**src/hdl/lpmd_pkg.sv**
```systemverilog
// ----------------------------------------------------------------------------
// lpmd_pkg
// Types and constants shared by the length-prefixed message deframer.
// ----------------------------------------------------------------------------
package lpmd_pkg;

  localparam int unsigned MAGIC_W = 32;
  localparam int unsigned TIME_W  = 64;
  localparam int unsigned TYPE_W  = 32;
  localparam int unsigned SIZE_W  = 31;
  localparam int unsigned BYTE_W  = 8;
  localparam int unsigned CNT_W   = 3;

  // last byte index of each header field
  localparam logic [CNT_W-1:0] LAST_IDX_WORD = 3'd3;
  localparam logic [CNT_W-1:0] LAST_IDX_TIME = 3'd7;

  typedef enum logic [2:0] {
    PH_MAGIC = 3'd0,
    PH_TIME  = 3'd1,
    PH_TYPE  = 3'd2,
    PH_SIZE  = 3'd3,
    PH_BODY  = 3'd4
  } phase_t;

  typedef enum logic [1:0] {
    KIND_BODY      = 2'd0,
    KIND_BAD_MAGIC = 2'd1,
    KIND_EMPTY     = 2'd2
  } kind_t;

  typedef struct packed {
    logic                     valid;
    kind_t                    kind;
    logic [BYTE_W-1:0]        body_byte;
    logic                     end_of_message;
    logic signed [TIME_W-1:0] msg_time;
    logic signed [TYPE_W-1:0] msg_type;
    logic [SIZE_W-1:0]        msg_size;
  } result_t;

endpackage

```
**src/hdl/lpmd_if.sv**
```systemverilog
// ----------------------------------------------------------------------------
// lpmd_if
// Valid/ready channels of the deframer: byte input, result output, config.
// ----------------------------------------------------------------------------
interface lpmd_byte_if import lpmd_pkg::*; ();
  logic              valid;
  logic              ready;
  logic [BYTE_W-1:0] byte_in;

  modport source (output valid, output byte_in, input ready);
  modport sink   (input valid, input byte_in, output ready);
endinterface

interface lpmd_msg_if import lpmd_pkg::*; ();
  logic                     valid;
  logic                     ready;
  kind_t                    kind;
  logic [BYTE_W-1:0]        body_byte;
  logic                     end_of_message;
  logic signed [TIME_W-1:0] msg_time;
  logic signed [TYPE_W-1:0] msg_type;
  logic [SIZE_W-1:0]        msg_size;

  modport source (output valid, output kind, output body_byte, output end_of_message,
                  output msg_time, output msg_type, output msg_size, input ready);
  modport sink   (input valid, input kind, input body_byte, input end_of_message,
                  input msg_time, input msg_type, input msg_size, output ready);
endinterface

interface lpmd_cfg_if import lpmd_pkg::*; ();
  logic               valid;
  logic               ready;
  logic [MAGIC_W-1:0] expected_magic;

  modport source (output valid, output expected_magic, input ready);
  modport sink   (input valid, input expected_magic, output ready);
endinterface

```
**src/hdl/lpmd_parser.sv**
```systemverilog
// ----------------------------------------------------------------------------
// lpmd_parser
// Header/body parse state. One byte per take; result computed combinationally.
// ----------------------------------------------------------------------------
module lpmd_parser import lpmd_pkg::*; (
  input  logic               clk,
  input  logic               rst,
  input  logic               take,
  input  logic [BYTE_W-1:0]  byte_in,
  input  logic [MAGIC_W-1:0] expected_magic,
  output result_t            result
);

  phase_t              phase, phase_next;
  logic [CNT_W-1:0]    field_byte_count, field_byte_count_next;
  logic [TIME_W-1:0]   field_shift, field_shift_next;
  logic [TIME_W-1:0]   held_time, held_time_next;
  logic [TYPE_W-1:0]   held_type, held_type_next;
  logic [SIZE_W-1:0]   held_size, held_size_next;
  logic [SIZE_W-1:0]   body_remaining, body_remaining_next;

  logic [TIME_W-1:0]   shifted;
  logic [TYPE_W-1:0]   word;
  logic [SIZE_W-1:0]   remaining_dec;
  logic                word_done;
  logic                size_empty;

  assign shifted       = {field_shift[TIME_W-BYTE_W-1:0], byte_in};
  assign word          = shifted[TYPE_W-1:0];
  assign word_done     = (field_byte_count == LAST_IDX_WORD);
  assign remaining_dec = body_remaining - SIZE_W'(1);
  // zero or negative length gives an empty message
  assign size_empty    = (word == '0) || word[TYPE_W-1];

  // next state
  always_comb begin
    phase_next            = phase;
    field_byte_count_next = field_byte_count + CNT_W'(1);
    field_shift_next      = shifted;
    held_time_next        = held_time;
    held_type_next        = held_type;
    held_size_next        = held_size;
    body_remaining_next   = body_remaining;
    case (phase)
      PH_TIME: begin
        if (field_byte_count == LAST_IDX_TIME) begin
          field_byte_count_next = '0;
          held_time_next        = shifted;
          phase_next            = PH_TYPE;
        end
      end
      PH_TYPE: begin
        if (word_done) begin
          field_byte_count_next = '0;
          held_type_next        = word;
          phase_next            = PH_SIZE;
        end
      end
      PH_SIZE: begin
        if (word_done) begin
          field_byte_count_next = '0;
          if (size_empty) begin
            held_size_next      = '0;
            body_remaining_next = '0;
            phase_next          = PH_MAGIC;
          end else begin
            held_size_next      = word[SIZE_W-1:0];
            body_remaining_next = word[SIZE_W-1:0];
            phase_next          = PH_BODY;
          end
        end
      end
      PH_BODY: begin
        field_shift_next      = field_shift;
        field_byte_count_next = field_byte_count;
        body_remaining_next   = remaining_dec;
        if (remaining_dec == '0) begin
          phase_next            = PH_MAGIC;
          field_byte_count_next = '0;
        end
      end
      default: begin
        // magic word; a mismatch just starts a fresh magic word
        if (word_done) begin
          field_byte_count_next = '0;
          if (word == expected_magic) begin
            phase_next = PH_TIME;
          end
        end
      end
    endcase
  end

  // result
  always_comb begin
    result = '0;
    result.kind = KIND_BODY;
    case (phase)
      PH_SIZE: begin
        if (word_done && size_empty) begin
          result.valid          = 1'b1;
          result.kind           = KIND_EMPTY;
          result.end_of_message = 1'b1;
          result.msg_time       = held_time;
          result.msg_type       = held_type;
        end
      end
      PH_BODY: begin
        result.valid          = 1'b1;
        result.kind           = KIND_BODY;
        result.body_byte      = byte_in;
        result.end_of_message = (remaining_dec == '0);
        result.msg_time       = held_time;
        result.msg_type       = held_type;
        result.msg_size       = held_size;
      end
      PH_MAGIC: begin
        if (word_done && (word != expected_magic)) begin
          result.valid = 1'b1;
          result.kind  = KIND_BAD_MAGIC;
        end
      end
      default: begin
        result = '0;
      end
    endcase
  end

  always_ff @(posedge clk) begin
    if (rst) begin
      phase            <= PH_MAGIC;
      field_byte_count <= '0;
      field_shift      <= '0;
      held_time        <= '0;
      held_type        <= '0;
      held_size        <= '0;
      body_remaining   <= '0;
    end else if (take) begin
      phase            <= phase_next;
      field_byte_count <= field_byte_count_next;
      field_shift      <= field_shift_next;
      held_time        <= held_time_next;
      held_type        <= held_type_next;
      held_size        <= held_size_next;
      body_remaining   <= body_remaining_next;
    end
  end

endmodule

```
**src/hdl/length_prefixed_message_deframer_core.sv**
```systemverilog
// ----------------------------------------------------------------------------
// length_prefixed_message_deframer_core
// A result word is written to the output register in the cycle after its byte is taken.
// Throughput: 1 byte per cycle; the input stalls only while a result word
//   sits in the output register and the sink is not taking it.
// Reset (rst, synchronous): parser to magic word phase, counts and held
//   header cleared, output register empty, expected_magic = 0.
// ----------------------------------------------------------------------------
module length_prefixed_message_deframer_core import lpmd_pkg::*; (
  input  logic         clk,
  input  logic         rst,
  lpmd_byte_if.sink    byte_stream,
  lpmd_msg_if.source   msg_stream,
  lpmd_cfg_if.sink     cfg
);

  logic [MAGIC_W-1:0] expected_magic;
  logic               take;
  result_t            result;
  result_t            out_word;
  logic               out_valid, out_valid_next;

  assign cfg.ready         = 1'b1;
  assign byte_stream.ready = !out_valid || msg_stream.ready;
  assign take              = byte_stream.valid && byte_stream.ready;

  always_ff @(posedge clk) begin
    if (rst) begin
      expected_magic <= '0;
    end else if (cfg.valid) begin
      expected_magic <= cfg.expected_magic;
    end
  end

  lpmd_parser u_parser (
    .clk            (clk),
    .rst            (rst),
    .take           (take),
    .byte_in        (byte_stream.byte_in),
    .expected_magic (expected_magic),
    .result         (result)
  );

  always_comb begin
    out_valid_next = out_valid;
    if (take && result.valid) begin
      out_valid_next = 1'b1;
    end else if (msg_stream.ready) begin
      out_valid_next = 1'b0;
    end
  end

  always_ff @(posedge clk) begin
    if (rst) begin
      out_valid <= 1'b0;
    end else begin
      out_valid <= out_valid_next;
    end
  end

  always_ff @(posedge clk) begin
    if (take && result.valid) begin
      out_word <= result;
    end
  end

  assign msg_stream.valid          = out_valid;
  assign msg_stream.kind           = out_word.kind;
  assign msg_stream.body_byte      = out_word.body_byte;
  assign msg_stream.end_of_message = out_word.end_of_message;
  assign msg_stream.msg_time       = out_word.msg_time;
  assign msg_stream.msg_type       = out_word.msg_type;
  assign msg_stream.msg_size       = out_word.msg_size;

endmodule

```
**src/flat_wrapper.sv**
```systemverilog
// flat-port wrapper written by rule: the top's interface ports become plain ports
module length_prefixed_message_deframer_core_flat import lpmd_pkg::*;
  (clk, rst, byte_stream_valid, byte_stream_byte_in, byte_stream_ready, msg_stream_valid, msg_stream_kind, msg_stream_body_byte, msg_stream_end_of_message, msg_stream_msg_time, msg_stream_msg_type, msg_stream_msg_size, msg_stream_ready, cfg_valid, cfg_expected_magic, cfg_ready);
  lpmd_byte_if byte_stream_i ();
  lpmd_msg_if msg_stream_i ();
  lpmd_cfg_if cfg_i ();
  input  logic clk;
  input  logic rst;
  input wire logic [$bits(byte_stream_i.valid)-1:0] byte_stream_valid;
  input wire logic [$bits(byte_stream_i.byte_in)-1:0] byte_stream_byte_in;
  output wire logic [$bits(byte_stream_i.ready)-1:0] byte_stream_ready;
  output wire logic [$bits(msg_stream_i.valid)-1:0] msg_stream_valid;
  output wire logic [$bits(msg_stream_i.kind)-1:0] msg_stream_kind;
  output wire logic [$bits(msg_stream_i.body_byte)-1:0] msg_stream_body_byte;
  output wire logic [$bits(msg_stream_i.end_of_message)-1:0] msg_stream_end_of_message;
  output wire logic [$bits(msg_stream_i.msg_time)-1:0] msg_stream_msg_time;
  output wire logic [$bits(msg_stream_i.msg_type)-1:0] msg_stream_msg_type;
  output wire logic [$bits(msg_stream_i.msg_size)-1:0] msg_stream_msg_size;
  input wire logic [$bits(msg_stream_i.ready)-1:0] msg_stream_ready;
  input wire logic [$bits(cfg_i.valid)-1:0] cfg_valid;
  input wire logic [$bits(cfg_i.expected_magic)-1:0] cfg_expected_magic;
  output wire logic [$bits(cfg_i.ready)-1:0] cfg_ready;
  assign byte_stream_i.valid = byte_stream_valid;
  assign byte_stream_i.byte_in = byte_stream_byte_in;
  assign byte_stream_ready = byte_stream_i.ready;
  assign msg_stream_valid = msg_stream_i.valid;
  assign msg_stream_kind = msg_stream_i.kind;
  assign msg_stream_body_byte = msg_stream_i.body_byte;
  assign msg_stream_end_of_message = msg_stream_i.end_of_message;
  assign msg_stream_msg_time = msg_stream_i.msg_time;
  assign msg_stream_msg_type = msg_stream_i.msg_type;
  assign msg_stream_msg_size = msg_stream_i.msg_size;
  assign msg_stream_i.ready = msg_stream_ready;
  assign cfg_i.valid = cfg_valid;
  assign cfg_i.expected_magic = cfg_expected_magic;
  assign cfg_ready = cfg_i.ready;
  length_prefixed_message_deframer_core u_core (.clk(clk), .rst(rst), .byte_stream(byte_stream_i), .msg_stream(msg_stream_i), .cfg(cfg_i));
endmodule
```
**config.mk**
```make
export PLATFORM = sky130hd
export DESIGN_NAME = length_prefixed_message_deframer_core_flat
export DESIGN_NICKNAME = d
export VERILOG_FILES = /design/src/hdl/lpmd_pkg.sv /design/src/hdl/lpmd_if.sv /design/src/hdl/lpmd_parser.sv /design/src/hdl/length_prefixed_message_deframer_core.sv /design/src/flat_wrapper.sv
export SDC_FILE = /design/constraint.sdc
export NUM_CORES = 1
export LEC_CHECK = 0
export BUFFER_PORTS_ARGS = -buffer_cell sky130_fd_sc_hd__buf_4
export CORE_ASPECT_RATIO = 1.4
export CORE_MARGIN = 10
export CORE_UTILIZATION = 62
export CTS_BUF_LIST = sky130_fd_sc_hd__clkbuf_8
export DETAILED_ROUTE_END_ITERATION = 10
export GPL_TIMING_DRIVEN = 0
export HOLD_SLACK_MARGIN = 0.1
export PLACE_DENSITY = 0.84
export SLEW_MARGIN = 20
export SYNTH_ARGS = -nofsm -noshare
export SYNTH_HDL_FRONTEND = slang
export SYNTH_SLANG_ARGS = --single-unit
```
**constraint.sdc**
```tcl
create_clock -name clk -period 15.6 [get_ports clk]
set_clock_uncertainty 0.2 [all_clocks]
set_input_delay 1.56 -clock clk [delete_from_list [all_inputs] [get_ports clk]]
set_output_delay 1.56 -clock clk [all_outputs]
set_load 0.01 [all_outputs]
```
# --- After elaboration in Yosys (flattened, before gate mapping) ---
# Index checks and enable logic that the tools add are counted.
classes:
  muxes: 21
  div: 0
  shifts: 0
  eq_ne: 12
  n_reduce_logical: 21
  n_addsub: 2
  bitwise_logic: 1
  n_mul: 0
  order_cmp: 0
ops:
  columns: ["operator", "count"]
  rows:
  - ["97-bit case mux with 2 select lines", 1]
  - ["97-bit 2-to-1 mux", 1]
  - ["31-bit 2-to-1 mux", 2]
  - ["31-bit case mux with 2 select lines", 1]
  - ["3-bit 2-to-1 mux", 11]
  - ["32-bit == test", 1]
  - ["32-bit logical NOT", 1]
  - ["32-bit != test", 1]
  - ["31-bit logical NOT", 1]
  - ["31-bit by 1-bit subtractor with 31-bit output (second input constant)", 1]
  - ["3-bit case mux with 4 select lines", 1]
  - ["3-bit AND reduction", 4]
  - ["3-bit by 2-bit == test with 1-bit output (second input constant)", 3]
  - ["3-bit case mux with 3 select lines", 1]
  - ["2-bit != test (second input constant)", 4]
  - ["7-bit AND reduction", 1]
  - ["3-bit == test (second input constant)", 2]
  - ["3-bit case mux with 2 select lines", 1]
  - ["5-bit nonzero test", 1]
  - ["1-bit logical AND", 4]
  - ["2-bit AND reduction", 2]
  - ["2-bit nonzero test", 2]
  - ["3-bit by 1-bit adder with 3-bit output (second input constant)", 1]
  - ["3-bit by 1-bit == test with 1-bit output (second input constant)", 1]
  - ["other kinds (6)", 8]
totals:
  register_bits: 391
  ram_bits: 0
  memories: 0
  wordCells: 72
  latchBits: 0
  romBits: 0

# --- Logic depth before layout (Yosys ltp) ---
logic_depth:
  ltp_word: 7
  ltp_mapped: 12
  mapped_depth_nobuf: 10

# --- Modules after synthesis ---
# From an unflattened synthesis, not the netlist that was laid out.
unflattened:
  hier_cells: 1687
  hier_area_um2: 15924.0
modules_own_cells:
  columns: ["module", "seq_area_each_um2", "area_each_um2", "n_inst", "cells_per_inst"]
  rows:
  - ["lpmd_parser", 4404.2, 10550.1, 1, 1437]
  - ["length_prefixed_message_deframer_core", 4804.6, 5373.9, 1, 250]

# --- Worst setup path after synthesis ---
# Ideal clock, no wire load.
synth_timing:
  path_type: "input to register"
  start: "input port byte_stream_byte_in[3]"
  end: "register u_core.out_word (netlist bit u_core.msg_stream.body_byte[0]) (enable)"
  setup_slack_ns: 9.239
  path_buffers: 2
  arrival_ns: 5.671
  required_ns: 14.910
  cell_stages: 8
  path_cell_list: "clkbuf_1 > nor4_1 > and4_1 > a21oi_1 > o21ai_1 > clkbuf_1 > o221ai_1 > inv_1"
synth_via:
  elab_chain_cells: 6
  elab_cells_between_ends: 9
  cone_classes: "eq/ne: 1; mux: 3; reduce/logical: 5"
synth_lines:
  columns: ["item", "line_no", "source"]
  rows:
  - ["start, declared", "flat_wrapper.sv:10", "input wire logic [$bits(byte_stream_i.byte_in)-1:0] byte_stream_byte_in;"]
  - ["32-bit logical NOT", "lpmd_parser.sv:33", "assign size_empty = (word == '0) || word[TYPE_W-1];"]
  - ["1-bit logical OR", "lpmd_parser.sv:33", null]
  - ["1-bit logical AND", "lpmd_parser.sv:100", "if (word_done && size_empty) begin"]
  - ["3-bit 2-to-1 mux", "lpmd_parser.sv:100", null]
  - ["3-bit case mux with 3 select lines *", "lpmd_parser.sv:98", "case (phase)"]
  - ["1-bit logical AND *", "length_prefixed_message_deframer_core.sv:62", "if (take && result.valid) begin"]
  - ["end signal, assigned", "length_prefixed_message_deframer_core.sv:63", "out_word <= result;"]
  - ["end, declared", "length_prefixed_message_deframer_core.sv:20", "result_t out_word;"]
# Every way passes the cells marked *; elsewhere a longest branch is shown, timed or not.
# A chain may end at the register's enable or synchronous reset.

# --- Worst setup path after layout ---
layout_timing:
  start: "input port byte_stream_byte_in[3]"
  end: "register u_core.out_word (netlist bit u_core.msg_stream.msg_time[56]) (enable)"
# Same word-level chain as after synthesis.

==> flow_summary.ini <==
[layout]
stdcell_count = 2267
finalInstanceArea_sq_um = 18800
final_util_pct = 74.6
area_delta_synth_final_pct = 19.4
fillCellCount = 1752
final_common_cell = nand2_1
layout_common_cells = nand2_1, dfxtp_1, a21oi_1, buf_4, edfxtp_1
nets = 1955
final_layout_size_suffix_gt1_share_pct = 14.4
num_antenna_cells = 0

[setup_path]
worst_path_max_delay_cell = o21ai_1
critPathLaunch = byte_stream_byte_in[3]
startpoint_type = input pin
rrSetupSlack_ps = 10580
cp_num_buf_inv = 4
cp_top_family = buffers and inverters
endpoint_kind = flop
crit_chain = clkbuf_1 > nor4_1 > and4_1 > a21oi_1 > o21ai_1 > clkbuf_1 > o221ai_1 > inv_6 > buf_16
slowest_delay_ps = 880
critical_path_arrival_ps = 5680
crit_fanout = 71
critPathRequiredTime_ps = 15690
rr_startpoint = u_core.u_parser.field_shift[6]$_SDFFE_PP0P_
crit_type = in -> reg
path_common_cell = clkbuf_1

[floorplan]
die_h_microns = 209
core_area_sq_um = 25200
rows = 69
start_util_pct = 62.5
die_x_microns = 155
ios = 186
fp.dieArea_sq_um = 32300

[run]
drv_cap = 0

[timing]
fin_tns_setup_ps = 0
hold_viol_final = 0
fin_crit_sh_pct = 35.9
worst_pin_slew_ps = 1070
setup_viol = 0
slew_headroom_pct = 28.4
drv_slew = 0
max_freq_mhz = 179
fin_crit_ps = 5600
rsz0062_at_grt = false

[yosys]
synthArstFlopShare_pct = 0
ys_warn_count = 0
synthCells = 1672
synth_edf_count = 138
syn_avg_cell_area_sq_um = 9.42
ys_seq_area_share_pct = 58.5
ys.flop_type = dfxtp_1
synth-seq-cells = 391
netlist_area_sq_um = 15700
synth_nets = 1723
yosysUniqueCellTypes = 64

[grt]
grt_pass1_wl_microns = 74800
grt_start_max_net_pins = 72
grt_pass1_vias = 13600
grt_antenna_before_repair = 0
track_usage_pct = 29.5
globalRouteOverflowTotal = 0

[power]
powerDensity_nw_per_um2 = 110
p_total_mw = 2.08
p_leak_nw = 6.91
vdd_drop_max_mv = 0.125

[place]
dp_cells = 2168
place.gp.congestion = 1.03
hpwl_microns = 33900
port_buffers = 175
placed_area_sq_um = 17500

[drt]
routed_wl_microns = 49500
vias_per_cell = 6.02
post_drt_wl_per_cell_microns = 21.8
drcViolationCount = 0
firstDrtPassIters = 9
ant_nets = 0
drtIter0Drc = 1557
vias = 13700

[clocking]
cts_hold_buf = 0
post_cts_resized = 0
insertion_delay_ps = 620
cts_setup_buffers = 0
cts_tree = built
clk_pin_slew_ps = 70
clockRootBuffer = clkbuf_8
clock_path_buffers = 3
htree_num_levels = 2
numClockSinks = 391
numCtsBuffers = 53

[status]
outcome = finished clean

[min_path]
holdCritPathClass = reg -> reg
hp-start = u_core.u_parser.held_time[41]$_SDFFE_PP0P_
[worst min-delay path, delay by kind of cell, from the launching register on]
kind            cells  cell delay [ps]
simple gates        1               50
compound gates      1               50
flops               1              310
[layout make-up]
| cell class | instances | area [sq um] | share of cell area (%) |
|---|---|---|---|
| clock buffers | 66 | 908 | 4.83 |
| multi-input cells | 1121 | 5920 | 31.5 |
| repair buffers | 177 | 1350 | 7.18 |
| clock inverters | 33 | 382 | 2.03 |
| flip-flops and latches | 391 | 9210 | 49.0 |
| plain buffers | 149 | 581 | 3.09 |
| well taps | 319 | 399 | 2.12 |
| inverters | 11 | 46.3 | 0.246 |
[Yosys cell counts (4+ instances only)]
master / number / area, sq um
nand2_1: 363 / 1360
dfxtp_1: 253 / 5060
a21oi_1: 227 / 1140
edfxtp_1: 138 / 4140
clkbuf_1: 128 / 480
and2_1: 100 / 626
nor2_1: 89 / 334
nand3_1: 47 / 235
and3_1: 42 / 263
xor2_1: 39 / 342
o21ai_0: 33 / 165
mux2i_1: 32 / 320
nor4_1: 28 / 175
nor3_1: 21 / 105
buf_1: 16 / 60.1
inv_1: 11 / 41.3
a22oi_1: 10 / 75.1
nand4_1: 8 / 50.1
ha_1: 6 / 75.1
a211oi_1: 5 / 37.5
or3_1: 5 / 31.3
a311oi_1: 4 / 35.0
nand2b_1: 4 / 25.0
[worst paths after layout]
path	depth (start not counted)	endpoint
worst max-delay path	9	u_core.msg_stream.msg_time[56]$_DFFE_PP_
worst min-delay path	2	u_core.u_parser.held_time[41]$_SDFFE_PP0P_
worst max register to register	9	u_core.msg_stream.msg_time[56]$_DFFE_PP_
worst min register to register	2	u_core.u_parser.held_time[41]$_SDFFE_PP0P_
[routing by layer]
layer	up-vias	global-route usage, %	wire length [microns]
met5	-	0	0
met2	791	50.2	24400
met1	6447	32.5	17300
li1	6183	-	-
met3	234	6.71	4620
met4	0	18.8	3210
[power breakdown]
| group | total [mW] | leakage (nW) | internal, mW | switching (mW) |
|---|---|---|---|---|
| clock network | 0.928 | 0.699 | 0.533 | 0.395 |
| logic | 0.0822 | 3.06 | 0.0267 | 0.0555 |
| registers | 1.06 | 3.15 | 1.06 | 0.00627 |
[flip-flops by register name, summed over array words and instances, names as in the netlist, 32 cells and up]
register	cells
u_core.msg_stream.msg_time	64
u_core.u_parser.held_time	64
u_core.u_parser.field_shift	56
u_core.expected_magic	32
u_core.msg_stream.msg_type	32
u_core.u_parser.held_type	32
[per-stage QoR]
stage / setup slack [ps] / hold WS, ps
floorplan: 9240 / 228
global placement: 7100 / 236
detailed placement: 9660 / 242
CTS: 10320 / 252
global route: 9920 / 275
finish: 10000 / 249
[cell families (layout without fill, tap and decap cells)]
logic type / after synthesis / after routing / synth area share, %
flops: 391 / 391 / 58.5
compound gates: 306 / 306 / 10.5
mux: 32 / 32 / 2.03
buf+inv: 160 / 436 / 3.95
other cells: 1 / 1 / 0.0238
xor+xnor: 42 / 42 / 2.34
fa+ha+maj: 6 / 6 / 0.477
simple gates: 734 / 734 / 22.2
No activity file was read; power rests on OpenSTA's default activity.
